==> config.mk <==
export PLATFORM = sky130hd
export DESIGN_NAME = rwf_sender_cell
export DESIGN_NICKNAME = d
export VERILOG_FILES = /design/src/rtl/replay_window_filter_top_defines.svh /design/src/rtl/rwf_pkg.sv /design/src/rtl/rwf_sender_cell.sv
export SDC_FILE = /design/constraint.sdc
export NUM_CORES = 1
export LEC_CHECK = 0
export ABC_AREA = 1
export BUFFER_PORTS_ARGS = -buffer_cell sky130_fd_sc_hd__buf_2
export CORE_AREA = 10 10 449 451
export DETAILED_ROUTE_END_ITERATION = 6
export DIE_AREA = 0 0 459 461
export GPL_TIMING_DRIVEN = 0
export SYNTH_ARGS = -nofsm -noshare
export SYNTH_HDL_FRONTEND = slang
export SYNTH_SLANG_ARGS = --single-unit
==> constraint.sdc <==
create_clock -name clk -period 1.23 [get_ports clk]
set_input_delay 0 -clock clk [delete_from_list [all_inputs] [get_ports clk]]
set_output_delay 0 -clock clk [all_outputs]
set_load 0.01 [all_outputs]
==> src/rtl/replay_window_filter_top_defines.svh <==
// ----------------------------------------------------------------------------
// Replay window filter assertion macros
// Shared concurrent assertion forms, clocked on clk, quiet during reset.
// ----------------------------------------------------------------------------
`ifndef REPLAY_WINDOW_FILTER_TOP_DEFINES_SVH
`define REPLAY_WINDOW_FILTER_TOP_DEFINES_SVH

// same-cycle implication
`define RWF_ASSERT_SAME(label, ante, cons) \
    label: assert property (@(posedge clk) disable iff (!rst_n) (ante) |-> (cons)) \
        else $error("replay window filter: same-cycle check failed");

// next-cycle implication
`define RWF_ASSERT_NEXT(label, ante, cons) \
    label: assert property (@(posedge clk) disable iff (!rst_n) (ante) |=> (cons)) \
        else $error("replay window filter: next-cycle check failed");

`endif

==> src/rtl/rwf_pkg.sv <==
// ----------------------------------------------------------------------------
// Replay window filter package
// Status codes and shared types for the filter cells.
// ----------------------------------------------------------------------------
package rwf_pkg;

    localparam logic [2:0] ST_ACCEPTED  = 3'd0;
    localparam logic [2:0] ST_DUP_EVENT = 3'd1;
    localparam logic [2:0] ST_FULL      = 3'd2;
    localparam logic [2:0] ST_STALE     = 3'd3;
    localparam logic [2:0] ST_DUP_SEQ   = 3'd4;

    typedef struct packed {
        logic [63:0] group_high;
        logic [63:0] group_low;
        logic [63:0] key_word_a;
        logic [63:0] key_word_b;
        logic [63:0] key_word_c;
        logic [63:0] key_word_d;
        logic [31:0] epoch;
        logic [31:0] node_id;
    } sender_id_t;

    // per-cell write command
    typedef struct packed {
        logic clear;
        logic load_id;
        logic load_win;
    } sender_cmd_t;

endpackage

==> src/rtl/rwf_sender_cell.sv <==
// ----------------------------------------------------------------------------
// Sender table cell
// Holds one sender identity with its top sequence and seen bitmap.
// ----------------------------------------------------------------------------
module rwf_sender_cell #(
    parameter int WINDOW_BITS = 64
) (
    input  logic                    clk,
    input  logic                    rst_n,
    input  rwf_pkg::sender_cmd_t    cmd,
    input  rwf_pkg::sender_id_t     wr_id,
    input  logic [63:0]             wr_top,
    input  logic [WINDOW_BITS-1:0]  wr_bitmap,
    input  rwf_pkg::sender_id_t     probe_id,
    input  logic                    match_in,
    input  logic                    free_in,
    output logic                    match_out,
    output logic                    free_out,
    output logic                    match_first,
    output logic                    free_first,
    output logic [63:0]             top,
    output logic [WINDOW_BITS-1:0]  bitmap
);

    logic                   valid_reg;
    rwf_pkg::sender_id_t    id_reg;
    logic [63:0]            top_reg;
    logic [WINDOW_BITS-1:0] bitmap_reg;
    logic                   match;

    always_ff @(posedge clk or negedge rst_n)
    begin
        if (!rst_n)
        begin
            valid_reg <= 1'b0;
        end
        else if (cmd.clear)
        begin
            valid_reg <= 1'b0;
        end
        else if (cmd.load_id)
        begin
            valid_reg <= 1'b1;
        end
    end

    always_ff @(posedge clk)
    begin
        if (cmd.load_id)
        begin
            id_reg <= wr_id;
        end
        if (cmd.load_win)
        begin
            top_reg    <= wr_top;
            bitmap_reg <= wr_bitmap;
        end
    end

    assign match       = valid_reg && (id_reg == probe_id);
    assign match_first = match && !match_in;
    assign match_out   = match_in | match;
    assign free_first  = !valid_reg && !free_in;
    assign free_out    = free_in | !valid_reg;
    assign top         = top_reg;
    assign bitmap      = bitmap_reg;

endmodule

==> impl_metrics.csv <==
group,metric,value,unit
placed_design,hpwl,153100,µm
power,power_leakage,0.02091,µW
floorplanning,die_w,459,µm
final_layout,final_cell_area,0.04691,mm²
critical_path,r2r_start,"valid_reg",
power,vdd_drop_max,1.160,mV
final_layout,layout_common_cells,"buf_2 (1,108), dlygate4sd3_1 (922), nand2_1 (722), edfxtp_1 (576), inv_1 (533)",
outcome,outcome,"finished with violations",
sta,min_period,3.109,ns
min_path,worstHoldStart,"cmd[1]",
floorplanning,die_h,461,µm
sta,setup_viol,76,
synth,avgSynthCellArea,10.60,µm²
sta,holdWs,-0.2817,ns
floorplanning,die_area,0.2116,mm²
route,routed-via-count,26230,
synth,ys_ff_latch,577,
sta,period_share,2.528,
route,drt-initial-drc-count,2133,
sta,slew_viol_final,0,
synth,ys_types,23,
critical_path,required,1.23,ns
sta,timing.slew.headroom,0.4566,
clock_tree,cts-htree-levels,3,
clock_tree,cts.sinks,577,
grt,grt.total_usage,0.1671,
final_layout,largest_reg_flops,448,
grt,grt_max_degree,103,
route,wire_per_inst,25.50,µm
final_layout,nFillCells,20588,
floorplanning,io_pins,1163,
clock_tree,cts_root_buf,"clkbuf_16",
synth,synth_area_leaders,"edfxtp_1 (69%), nand2_1 (11%), inv_1 (8.0%), xnor2_1 (4.6%), nor2_1 (2.8%)",
grt,grt_pass1_vias,26966,
route,firstDrtPassIters,6,
clock_tree,clkLatencyLatePin,0.70,ns
critical_path,crit_type,"register to primary output",
clock_tree,path_clk_slew,0.06,ns
grt,grt.overflow.total,0,
placed_design,post-place-ws,-2.261,ns
route,drc_errors,0,
synth,synth_top_area_frac,0.6869,
final_layout,syn_to_final_growth,86.29,%
clock_tree,clockBufferDepth,3,
final_layout,fin_util,0.2441,
sta,setup_slack,-1.879,ns
grt,grt_pass1_wl,238300,µm
outcome,violations,"hold timing, setup timing",
floorplanning,coreArea,0.1922,mm²
critical_path,worstPathMaxFanout,2,
synth,syn_inst,2376,
sta,fmax,321.6,MHz
sta,worstMarginPinSlew,0.8065,ns
min_path,holdCritPathClass,"input port to register",
sta,rsz0062_at_grt,"yes",
floorplanning,start_util,0.1310,
final_layout,final_nets,5579,
route,drtAntennaViolNets,0,
placed_design,place_congestion,1.001,
synth,synthesis.nets,3407,
grt,antenna_found_initial,230,
route,wl,184700,µm
final_layout,final_common_cell,"buf_2",
clock_tree,holdBufCountCts,922,
sta,finClkSkew,0,ns
power,pwr_density_cell,1219,mW/mm²
sta,hold_violations,71,
flow_run,drv_cap,0,
critical_path,worstSetupStartpointType,"register",
synth,syn-cell-area,0.02518,mm²
placed_design,dp.cells,6069,
synth,ys_warn_count,0,
critical_path,critical_path_arrival,3.11,ns
critical_path,end_kind,"primary output",
critical_path,worstRegToRegCells,4,
floorplanning,row_count,161,
route,vias_per_cell,3.621,
placed_design,placement.io_buffers,1162,
clock_tree,cts_tree,"yes",
critical_path,crit_start,"id_reg[433]",
final_layout,stdcell_count,7243,
synth,yosysTopAreaCell,"edfxtp_1",
placed_design,place_area,0.03431,mm²
min_path,whs_path_depth,1,
final_layout,drive_gt1_frac,0.2911,
clock_tree,cts_made_buffers,78,
synth,synth-seq-area-share,0.6879,
[cell usage after synthesis]
cell type / number
inv_2: 15
xnor2_1: 133
or2_1: 9
nand4_2: 1
o22ai_1: 6
dfrtp_1: 1
nand3_1: 3
nand2_2: 1
nor2_1: 185
nand3_2: 1
or2_2: 6
xor2_1: 7
o21ai_1: 39
clkinv_1: 3
a21oi_1: 1
inv_1: 535
nor3_1: 13
edfxtp_1: 576
nand2_1: 730
o21ai_0: 13
nand4_1: 93
o2bb2ai_1: 1
nor2_2: 4
[power breakdown]
part,internal (µW),switching (µW),leakage (µW)
Sequential,23400,978,0.00565
Combinational,4650,4370,0.0140
Clock,13400,10400,0.00123
Total,41500,15700,0.0209
[per-layer routing]
| layer | global-route usage | routed length [µm] |
|---|---|---|
| met1 | 0.1743 | 64240 |
| met3 | 0.06470 | 18650 |
| met2 | 0.3008 | 92060 |
| met5 | 0 | 590 |
| met4 | 0.06534 | 9128 |
[metrics by stage]
| step | hold slack (ns) | power (µW) | setup TNS [ns] |
|---|---|---|---|
| finish | -0.2817 | 57190 | -5.913 |
| global route | -0.3205 | 59690 | -16.33 |
| CTS | -0.3333 | 57960 | -17.21 |
| detailed placement | -0.2232 | 30750 | -165.69 |
| global placement | -0.2244 | 30870 | -3653.95 |
| floorplan | -0.2956 | 26530 | -0.03998 |
[final timing paths]
kind	end	slack [ns]
hold reg to reg	valid_reg	0.79
min in group asynchronous	valid_reg	0.17
setup reg to reg	valid_reg	0.31
max in group asynchronous	valid_reg	0.95
setup / recovery	match_first	-1.88
hold / removal	id_reg[411]	-0.28
[critical path: stages, from the launching register on]
cell,delay [ns]
edfxtp_1,0.35
inv_1,0.04
nand2_1,0.21
nand4_1,0.43
nor2_1,0.27
nand2_1,0.12
nor2_4,0.23
nand2_1,0.08
nor2_1,0.14
nand2_2,0.08
nor2_4,0.16
nand2_4,0.08
nor2_2,0.08
buf_2,0.14
[timing repair]
action                     4_1_cts  5_1_grt
setup buffers                    1        1
setup endpoints to repair      244      147
hold endpoints to repair       711       71
gates cloned                     1        0
pin swaps                       12        6
resized for setup               75       71
[final cells by class]
class,instances,area [µm²],share of cell area
sequential,577,17320,0.3693
clock inverter,55,566.8,0.01208
timing repair buffer,2092,15580,0.3321
antenna,107,267.8,0.005708
tap,2526,3161,0.06738
multi-input combinational,1246,5928,0.1264
clock buffer,87,2007,0.04279
inverter,553,2076,0.04425
[logic make-up (layout without fill, tap and decap cells)]
| kind of cell | after synthesis | count (layout) | synth area share |
|---|---|---|---|
| XOR/XNOR | 140 | 140 | 0.04870 |
| flip-flops | 577 | 577 | 0.6879 |
| other | 0 | 107 | 0 |
| AO/OA/AOI/OAI | 60 | 60 | 0.01237 |
| AND/OR/NAND/NOR | 1046 | 1046 | 0.1686 |
| buffers and inverters | 553 | 2787 | 0.08244 |
(Power assumes the default switching activity.)
