===== src/rtl/replay_window_filter_top_defines.svh =====
// ----------------------------------------------------------------------------
// Replay window filter assertion macros
// Shared concurrent assertion forms, clocked on clk, quiet during reset.
// ----------------------------------------------------------------------------
`ifndef REPLAY_WINDOW_FILTER_TOP_DEFINES_SVH
`define REPLAY_WINDOW_FILTER_TOP_DEFINES_SVH

// same-cycle implication
`define RWF_ASSERT_SAME(label, ante, cons) \
    label: assert property (@(posedge clk) disable iff (!rst_n) (ante) |-> (cons)) \
        else $error("replay window filter: same-cycle check failed");

// next-cycle implication
`define RWF_ASSERT_NEXT(label, ante, cons) \
    label: assert property (@(posedge clk) disable iff (!rst_n) (ante) |=> (cons)) \
        else $error("replay window filter: next-cycle check failed");

`endif


===== src/rtl/rwf_event_cell.sv =====
// ----------------------------------------------------------------------------
// Event ring cell
// Holds one recorded event id and flags a match against the probe.
// ----------------------------------------------------------------------------
module rwf_event_cell (
    input  logic         clk,
    input  logic         rst_n,
    input  logic         clear,
    input  logic         write,
    input  logic [127:0] wr_id,
    input  logic [127:0] probe_id,
    input  logic         hit_in,
    output logic         hit_out
);

    logic         valid_reg;
    logic [127:0] id_reg;

    always_ff @(posedge clk or negedge rst_n)
    begin
        if (!rst_n)
        begin
            valid_reg <= 1'b0;
        end
        else if (clear)
        begin
            valid_reg <= 1'b0;
        end
        else if (write)
        begin
            valid_reg <= 1'b1;
        end
    end

    always_ff @(posedge clk)
    begin
        if (write)
        begin
            id_reg <= wr_id;
        end
    end

    // hit flag ripples along the ring
    assign hit_out = hit_in | (valid_reg && (id_reg == probe_id));

endmodule


===== config.mk =====
export PLATFORM = sky130hd
export DESIGN_NAME = rwf_event_cell
export DESIGN_NICKNAME = d
export VERILOG_FILES = /design/src/rtl/replay_window_filter_top_defines.svh /design/src/rtl/rwf_event_cell.sv
export SDC_FILE = /design/constraint.sdc
export NUM_CORES = 1
export LEC_CHECK = 0
export BUFFER_PORTS_ARGS = -buffer_cell sky130_fd_sc_hd__buf_2
export CAP_MARGIN = 40
export CORE_ASPECT_RATIO = 2
export CORE_UTILIZATION = 44
export DETAILED_ROUTE_END_ITERATION = 8
export GPL_ROUTABILITY_DRIVEN = 0
export PLACE_DENSITY = 0.75
export SLEW_MARGIN = 20
export SYNTH_ARGS = -nofsm -noshare
export SYNTH_HDL_FRONTEND = slang
export SYNTH_SLANG_ARGS = --single-unit

===== constraint.sdc =====
create_clock -name clk -period 3.3 [get_ports clk]
set_input_delay 0.33 -clock clk [delete_from_list [all_inputs] [get_ports clk]]
set_output_delay 0.33 -clock clk [all_outputs]
set_load 0.01 [all_outputs]

==> results of run 1 <==
## where the power goes
part | total, mW | internal [mW] | switching (mW)
registers | 2.01 | 1.95 | 0.0574
clock network | 1.76 | 1.04 | 0.719
logic | 0.428 | 0.244 | 0.184
total | 4.20 | 3.24 | 0.960
## cell usage in the layout, fill, tap and decap left out, drive strengths merged, types with 4 or more instances in the layout
master	n
nand2b	25
nor2b	27
clkbuf	18
a22o	4
a2111o	9
o2111ai	8
diode	5
nand4	21
edfxtp	128
xnor2	78
clkinv	4
o22ai	8
nor4	12
clkinvlp	4
buf	262
inv	33
## kinds of logic (layout without fill, tap and decap cells)
kind of cell	Yosys count	in the layout
other	0	5
AND/OR/NAND/NOR	94	94
flip-flops	129	129
XOR/XNOR	80	80
AO/OA/AOI/OAI	31	31
buffers and inverters	28	323
## metrics by stage
| stage | instance area, sq um | power (mW) | cells |
|---|---|---|---|
| global placement | 7070 | 2.45 | 771 |
| global route | 7650 | 4.36 | 808 |
| finish | 7650 | 4.20 | 809 |
| floorplan | 5560 | 2.21 | 362 |
| detailed placement | 7070 | 2.47 | 771 |
| CTS | 7640 | 4.23 | 804 |
## cell type report
| cell class | count | area [sq um] |
|---|---|---|
| diodes | 5 | 12.5 |
| clock buffers | 18 | 429 |
| clock inverters | 14 | 130 |
| fillers | 950 | 4540 |
| inverters | 28 | 105 |
| multi-input cells | 205 | 1580 |
| flip-flops and latches | 129 | 3870 |
| well taps | 147 | 184 |
| repair buffers | 263 | 1340 |
## worst max-delay path, cell delays in order (launching register included)
cell and delay, ns:
edfxtp_1 0.39, nor2b_1 0.15, a2111o_1 0.34, nor4_1 0.54, nand4_1 0.19, o41ai_2 0.30, buf_2 0.18
## repair_timing
| item | 4_1_cts | 5_1_grt |
|---|---|---|
| gates resized for setup | 0 | 0 |
| hold buffers | 1 | 0 |
| hold endpoints to repair | 1 | 0 |
## routing by layer
| layer | vias up | wire length (um) | GRT usage, % |
|---|---|---|---|
| met3 | 52 | 1090 | 7.39 |
| met5 | - | 0 | 0 |
| met1 | 1861 | 4460 | 19.7 |
| met4 | 0 | 753 | 14.9 |
| li1 | 1927 | - | - |
| met2 | 194 | 8380 | 43.1 |
## final timing paths
| check | to | slack [ns] | depth (start not counted) |
|---|---|---|---|
| worst max-delay path | hit_out | 0.48 | 6 |
| worst min-delay path | valid_reg | 0.07 | 2 |
| worst max register to register | valid_reg | 2.64 | 2 |
| worst min register to register | valid_reg | 0.53 | 2 |
| max in group asynchronous | valid_reg | 3.00 | 2 |
| min in group asynchronous | valid_reg | 0.22 | 2 |
==> metrics.txt, run 1 <==
outcome=finished, final reports clean; area fraction in compound gates after synthesis=about 5.1%; total power density per cell area=about 550 nW/um^2; number of nets still failing antenna checks after routing=0; flip-flop and latch count after synthesis=129; Hold Vio Cnt, Final=0; maximum fanout count along the critical path=2; half-perimeter wire length after detailed placement=around 12000 um; ratio of cells with drive above 1 in the final layout=a little under half; per-cell via count in the routed design=4.99; Hold Crit Start=clear; deepest clock path buffer count=2; post-synthesis share of cell area spent on full adders, half adders and majority gates=0%; dominant cell by count in the synthesized netlist=edfxtp_1; nets=~910; max FFs per register=128; library cells used by synthesis=23; proportion of synthesized flip-flops having asynchronous set or reset=0.775%; number of enable-type register cells in the synthesized netlist=~130; core utilization of the finished layout=62.7%; share of cell area taken by muxes after synthesis=0%; Max Cap Viol=0; synthesized net count=between 600 and 700; worst hold margin=0.0728 ns; peak ir drop on the vdd network=0.400 mV; detailed-route via count=4034; Starting Density=45.6%; iteration-0 DRC count of the detailed router=134; layout overhead on the synthesized area=37.7%; XOR/XNOR Fraction of Synth Area=12.6%; number of buffers added on ports=261; number of post-CTS setup repair buffers=0; portion of the clock cycle consumed by the worst path in the final layout=a little under nine tenths; count of clock tree sinks=129; vias in the first global route=between 4000 and 5000; Avg Inst Size Synth=around 15 sq um; count of H-tree levels built during CTS=4; initial antenna violation count=5; fraction of the yosys area taken by sequential cells=69.6%; summed negative setup slack over all endpoints=0 ns; final-report setup violation count=0; placeable core area=around 12000 sq um; data required time of the worst path=2.97 ns; area share of the leading cell type in the synthesized netlist=69.2%; data arrival at the endpoint of the critical path=between 2 and 2.5 ns; # IOs=262; max-slew violation total from the final report=0; max frequency=0.354 GHz; worst slack at placement=0.798 ns; TritonCTS clock tree=built; Initial DRT Pass Iterations=6; Horiz. Die Dim=81.5 um; origin of the critical flop-to-flop path=valid_reg; combinational family with the most area after synthesis=XOR/XNOR gates; remaining global-route overflow=0; global-route usage over all layers=23.2%; nature of the critical path endpoint=output port; insertion delay of the later-clocked pin in the worst-skew pair=0.40 ns; library cell with the largest summed area after synthesis=edfxtp_1; Startpoint Class=flop; Most used DFF post-synth=edfxtp_1; Total Routed Length=14700 um; setup repair after global routing missed its margin=false; Worst slew margin=53.1%; area of the die=around 13000 sq um; synth top area cells=edfxtp_1 (69%), xnor2_1 (12%), nor2b_1 (2.9%); number of instances in the synthesized netlist=362; largest net degree at the start of global routing=130; transition at the pin with the smallest max-transition slack=0.703 ns; least setup slack across all paths after layout=0.475 ns; post-route minimum period=2.82 ns; # DRC=0; number of clock buffers inserted by TritonCTS=17; synthesized area=5560 sq um; post-CTS clock slew at the launch and capture registers of the worst setup and hold paths=~0.06 ns; mean routed wirelength per cell=roughly 18 um; path type of the worst min-delay path=in2reg; startpoint-to-endpoint class of the critical path=reg2out; LEAKAGE=3.12 nW; top cell types by occurrence after synthesis=edfxtp_1 (128), xnor2_1 (78), inv_1 (27); largest clock skew in the final design=0 ns; height of the chip=161 um; global-route wire length before repair=21300 um; root buf cell=clkbuf_16; count of standard-cell rows=57; Simple-Gate Fraction of Synth Area=10.8%; number of warnings issued by yosys=0; origin of the worst setup path=id_reg[89]
No activity file was read; power rests on OpenSTA's default activity.
==> inputs of run 2 (changes only) <==
--- a/config.mk
+++ b/config.mk
@@ -8,7 +8,7 @@
 export BUFFER_PORTS_ARGS = -buffer_cell sky130_fd_sc_hd__buf_2
 export CAP_MARGIN = 40
 export CORE_ASPECT_RATIO = 2
-export CORE_UTILIZATION = 44
+export CORE_UTILIZATION = 42
 export DETAILED_ROUTE_END_ITERATION = 8
 export GPL_ROUTABILITY_DRIVEN = 0
 export PLACE_DENSITY = 0.75
==> constraint.sdc (replaced) <==
create_clock -name clk -period 2.4 [get_ports clk]
set_input_delay 0.24 -clock clk [delete_from_list [all_inputs] [get_ports clk]]
set_output_delay 0.24 -clock clk [all_outputs]
set_load 0.01 [all_outputs]
==> run 2 against run 1 <==
Effect of this change: the flow now finishes with violations (negative setup slack); global-route usage about the same; final area up 12%; clock-buffer cell count unchanged; first-iteration DRC count up 68%; combinational power up 70%; utilization up 3.8 points; sequential share of layout area down 5.6 points; sequential power up 37%; total power up 38%; critical path type unchanged.
==> metrics.txt, run 2 (synthesis gave the netlist of run 1 again) <==
mean routed wirelength per cell=17.9 um (-1.6%); max frequency=between 0.3 and 0.4 GHz; nature of the critical path endpoint=output port; count of H-tree levels built during CTS=4 (unchanged); max-slew violation total from the final report=0 (unchanged); post-CTS clock slew at the launch and capture registers of the worst setup and hold paths=0.06 ns (about the same); worst reg2reg path depth=2 (unchanged); area of the die=13700 sq um (+4.7%); most used cells in the layout excluding fill and tap cells=buf_2 (260), edfxtp_1 (128), dlygate4sd3_1 (89); peak ir drop on the vdd network=0.519 mV (+30%); remaining global-route overflow=0 (unchanged); # DRC=0 (unchanged); worst slack at placement=-0.0225 ns (-0.821 ns); # IOs=262 (unchanged); count of standard-cell rows=59 (+3.5%); count of clock tree sinks=129 (unchanged); portion of the clock cycle consumed by the worst path in the final layout=105%; Horiz. Die Dim=83.3 um (+2.3%); Max Cap Viol=0 (unchanged); insertion delay of the later-clocked pin in the worst-skew pair=0.40 ns (about the same); NetSw=1.36 mW (+42%); global-route wire length before repair=23200 um (+8.7%); proportion of power drawn by flip-flops and latches=47.6% (-0.2 points); deepest clock path buffer count=2 (unchanged); height of the chip=165 um (+2.3%); number of clock buffers inserted by TritonCTS=17 (unchanged); number of buffers added on ports=261 (unchanged); design internal power=4.45 mW (+37%); max FFs per register=128 (unchanged); ratio of cells with drive above 1 in the final layout=41.3% (-4.2 points); total power density per cell area=676 nW/um^2 (+23%); data arrival at the endpoint of the critical path=2.28 ns (-0.21 ns); maximum fanout count along the critical path=2 (unchanged); placeable core area=12900 sq um (+5.9%); TritonCTS clock tree=built; most common cell after layout, fill and taps aside=buf_2; setup repair after global routing missed its margin=true; largest net degree at the start of global routing=65 (-50%); least setup slack across all paths after layout=-0.119 ns (-0.595 ns); per-cell via count in the routed design=4.84 (-2.9%); Startpoint Class=flop; startpoint-to-endpoint class of the critical path=reg2out; largest clock skew in the final design=0 ns (unchanged); LEAKAGE=3.53 nW (+13%); data required time of the worst path=2.16 ns (-0.81 ns); Initial DRT Pass Iterations=7 (+1); root buf cell=clkbuf_16; half-perimeter wire length after detailed placement=11700 um (-1.4%); Worst slew margin=68.6% (+15 points); Total Routed Length=16100 um (+9.4%); worst hold path stage count=1 (-1); overall power=5.81 mW (+38%); number of post-CTS setup repair buffers=0 (unchanged); outcome=finished with violations; violations in the final reports=negative setup slack; Clock power frac=39.9% (-2.1 points); initial antenna violation count=1 (-4); detailed-route via count=4359 (+8.1%); Starting Density=43.0% (-2.6 points); switching part of the total=23.5% (+0.60 points); global-route usage over all layers=23.2% (+0.026 points); layout overhead on the synthesized area=54.8%; post-route minimum period=2.52 ns; Logic pwr share=12.5% (+2.3 points); vias in the first global route=4866 (+6.7%); transition at the pin with the smallest max-transition slack=0.467 ns (-0.236 ns); iteration-0 DRC count of the detailed router=225 (+68%); path type of the worst min-delay path=in2reg; nets=995 (+9.9%); final-report setup violation count=1 (+1); Hold Vio Cnt, Final=0 (unchanged); number of nets still failing antenna checks after routing=0 (unchanged)
run 2: changes by cell type in the layout (fill, tap and decap cells not counted), sizes merged:
cell         before  now
dlygate4sd3       1   89
diode             5    2
buf             262  264
bufinv            1    0
clkinv            4    5
clkinvlp          4    3
run 2: worst paths after layout:
path                                 start          to  slack (ns)
worst min-delay path             wr_id[65]  id_reg[65]        0.01
min in group asynchronous            rst_n   valid_reg        0.17
max in group asynchronous            rst_n   valid_reg        2.14
worst min register to register   valid_reg   valid_reg        0.55
worst max register to register   valid_reg   valid_reg        1.75
worst max-delay path            id_reg[41]     hit_out       -0.12
run 2: power groups by stage:
stage / Combinational [mW] / Clock [mW] / Sequential (mW)
2_1_floorplan: 0.258 / 0 / 2.79
3_3_place_gp: 0.574 / 0 / 2.79
3_5_place_dp: 0.593 / 0 / 2.81
4_1_cts: 0.710 / 2.36 / 2.76
5_1_grt: 0.793 / 2.46 / 2.78
6_report: 0.729 / 2.32 / 2.76
run 2: through the flow:
stage / std cells / hold WS (ns) / setup TNS, ns / util [%] / instance area (sq um)
4_1_cts: 886 / 0.000447 / -0.149 / 65.5 / 8460
6_report: 900 / 0.0118 / -0.119 / 66.6 / 8600
2_1_floorplan: 362 / -0.0556 / 0 / - / 5560
5_1_grt: 899 / 0.000201 / -0.221 / 66.6 / 8600
3_5_place_dp: 779 / 0.0203 / -0.0225 / 55.0 / 7110
3_3_place_gp: 779 / 0.0201 / -0.0254 / 55.0 / 7110
run 2: repair_timing:
action | 4_1_cts | 5_1_grt
cloned | 0 | 0
resized for setup | 8 | 2
endpoints found under the hold margin | 77 | 12
hold buffers | 77 | 12
pin swaps | 3 | 3
setup endpoints to repair | 1 | 1
run 2: final cells by class:
class                      instances  area (sq um)
clock inverter                    13           105
tap                              152           190
inverter                          28           105
antenna                            2          5.00
clock buffer                      18           429
fill                             928          4320
sequential                       129          3870
timing repair buffer             353          2250
multi-input combinational        205          1650
run 2: metal layers:
layer,track usage (%),part of all wire (%)
met2,45.6,58
met1,20.7,32
met4,13.9,4.4
met5,0,0
met3,5.95,6.2
run 2: worst max-delay path, stage by stage (launching register included):
cell and delay (ns):
edfxtp_1 0.41, a2111o_1 0.45, nor4_2 0.24, nand4_1 0.19, o41ai_2 0.38, buf_2 0.20
==> inputs of run 3 (changes only) <==
==> constraint.sdc (replaced) <==
create_clock -name clk -period 2.4 [get_ports clk]
set_input_delay 0.72 -clock clk [delete_from_list [all_inputs] [get_ports clk]]
set_output_delay 0.72 -clock clk [all_outputs]
set_load 0.01 [all_outputs]
==> run 3 against run 2 <==
Effect of this change: the flow still finishes with violations (negative setup slack); worst hold slack improved by 0.073 ns; global-route usage fell by 2.4 points; worst setup slack got worse by 0.42 ns; total power rose by 5.0%; critical path type is now in2out; non-clock buffer count fell by 68.
==> metrics.txt, run 3 (synthesis gave the netlist of run 1 again) <==
outcome=finished with violations; violations in the final reports=negative setup slack; iteration-0 DRC count of the detailed router=167 (-26%); crit path max-delay cell type=a2111o_1; transition at the pin with the smallest max-transition slack=0.373 ns (-0.0935 ns); maximum fanout count along the critical path=2 (unchanged); switching part of the total=21.5% (-2.0 points); count of H-tree levels built during CTS=4 (unchanged); largest clock skew in the final design=0 ns (unchanged); NetSw=1.31 mW (-3.8%); half-perimeter wire length after detailed placement=11700 um (about the same); largest net degree at the start of global routing=69 (+6.2%); max frequency=0.340 GHz (-14%); design internal power=4.79 mW (+7.7%); proportion of power drawn by flip-flops and latches=45.2% (-2.4 points); Startpoint Class=input pin; data required time of the worst path=1.68 ns (-0.48 ns); number of nets still failing antenna checks after routing=0 (unchanged); Worst slew margin=75.1% (+6.5 points); placeable core area=12900 sq um (unchanged); worst hold margin=0.0847 ns (+0.0729 ns); Clock power frac=44.6% (+4.7 points); deepest clock path buffer count=2 (unchanged); highest routing layer actually used=met4; count of clock tree sinks=129 (unchanged); quantity of hold-fixing buffers added after cts=0 (-100%); number of buffers added on ports=261 (unchanged); startpoint-to-endpoint class of the critical path=in2out; Starting Density=43.0% (unchanged); global-route usage over all layers=20.8% (-2.4 points); number of clock buffers inserted by TritonCTS=17 (unchanged); Hold Vio Cnt, Final=0 (unchanged); # IOs=262 (unchanged); met3 wire len=765 um (-23%); post-CTS clock slew at the launch and capture registers of the worst setup and hold paths=0.06 ns (about the same); global-route wire length before repair=21200 um (-8.4%); ordered cell list for the critical path=buf_2 -> nor2b_1 -> a2111o_1 -> nor4_2 -> nand4_1 -> o41ai_2 -> buf_2; ratio of cells with drive above 1 in the final layout=48.5% (+7.2 points); detailed-route via count=4054 (-7.0%); Total Routed Length=14300 um (-11%); nets=927 (-6.8%); LEAKAGE=3.27 nW (-7.2%); core utilization of the finished layout=61.4% (-5.1 points); per-cell via count in the routed design=4.86 (+0.24%); total power density per cell area=769 nW/um^2 (+14%); max FFs per register=128 (unchanged); vias in the first global route=4454 (-8.5%); Logic pwr share=10.2% (-2.3 points); count of standard-cell rows=59 (unchanged); number of post-CTS setup repair buffers=0 (unchanged); most repeated library cell on the critical path=buf_2; worst slack at placement=-0.687 ns (-0.664 ns); initial antenna violation count=1 (unchanged); insertion delay of the later-clocked pin in the worst-skew pair=0.40 ns (about the same); post-route minimum period=2.94 ns (+0.422 ns); least setup slack across all paths after layout=-0.542 ns (-0.422 ns); met2 wirelength from detailed routing=8320 um (-10%); most common cell after layout, fill and taps aside=buf_2; Met1 Routed Length=4790 um (-5.9%); path type of the worst min-delay path=in2async; nature of the critical path endpoint=output port; layout overhead on the synthesized area=42.9%; portion of the clock cycle consumed by the worst path in the final layout=123% (+18 points); Horiz. Die Dim=83.3 um (unchanged); mean routed wirelength per cell=17.2 um (-3.9%); max-slew violation total from the final report=0 (unchanged); height of the chip=165 um (unchanged); remaining global-route overflow=0 (unchanged); root buf cell=clkbuf_16; data arrival at the endpoint of the critical path=2.22 ns (-0.06 ns); summed negative setup slack over all endpoints=-0.542 ns (-0.422 ns); setup repair after global routing missed its margin=true; TritonCTS clock tree=built; # DRC=0 (unchanged); Initial DRT Pass Iterations=4 (-3); critical path's largest stage delay=0.41 ns (-0.04 ns); peak ir drop on the vdd network=0.555 mV (+6.9%); final-report setup violation count=1 (unchanged); most used cells in the layout excluding fill and tap cells=buf_2 (260), edfxtp_1 (128), xnor2_1 (78); area of the die=13700 sq um (unchanged); Max Cap Viol=0 (unchanged); overall power=6.11 mW (+5.0%)
run 3: changes by cell type in the layout (fill, tap and decap cells not counted), sizes merged:
cell | previous run | this run
buf | 264 | 285
dlygate4sd3 | 89 | 0
bufinv | 0 | 4
diode | 2 | 4
clkinv | 5 | 4
inv | 33 | 32
clkbuf | 18 | 17
run 3: worst max-delay path, delay by kind of cell:
family	cells	cell delay, ns
buffers and inverters	2	0.28
AOI/OAI and AO/OA	2	0.73
and+or+nand+nor	3	0.48
run 3: final cells by class:
class,count,area [sq um]
fill,1032,4980
sequential,129,3870
multi-input combinational,205,1620
timing repair buffer,285,1510
clock buffer,17,425
clock inverter,15,205
tap,152,190
inverter,28,105
antenna,4,10.0
run 3: metal layers:
layer,GRT usage (%),vias to the layer above
met5,0,-
met1,20.1,1889
met2,40.4,167
li1,-,1967
met4,10.1,0
met3,5.35,31
run 3: worst paths after layout:
path                        endpoint  depth (start not counted)         start  slack [ns]
max                          hit_out                          7  probe_id[35]       -0.54
min                        valid_reg                          1         rst_n        0.08
max reg2reg                valid_reg                          2     valid_reg        1.71
min reg2reg                valid_reg                          2     valid_reg        0.53
max in group asynchronous  valid_reg                          1         rst_n        2.23
min in group clk           valid_reg                          2         clear        0.47
run 3: what timing repair did:
action / in CTS / in global routing
setup endpoints to repair: 1 / 1
pin swaps: 6 / 1
gates resized for setup: 5 / 1
run 3: power by group through the flow:
| stage | sequential (mW) | combinational, mW | clock [mW] |
|---|---|---|---|
| 3_3_place_gp | 2.80 | 0.602 | 0 |
| 5_1_grt | 2.78 | 0.683 | 2.88 |
| 2_1_floorplan | 2.79 | 0.258 | 0 |
| 4_1_cts | 2.76 | 0.630 | 2.77 |
| 3_5_place_dp | 2.81 | 0.621 | 0 |
| 6_report | 2.76 | 0.623 | 2.72 |
run 3: per-stage QoR:
stage	area, sq um	instances
after CTS	7920	831
after global routing	7930	832
final	7940	835
after detailed placement	7270	800
after global placement	7270	800
after floorplan	5560	362
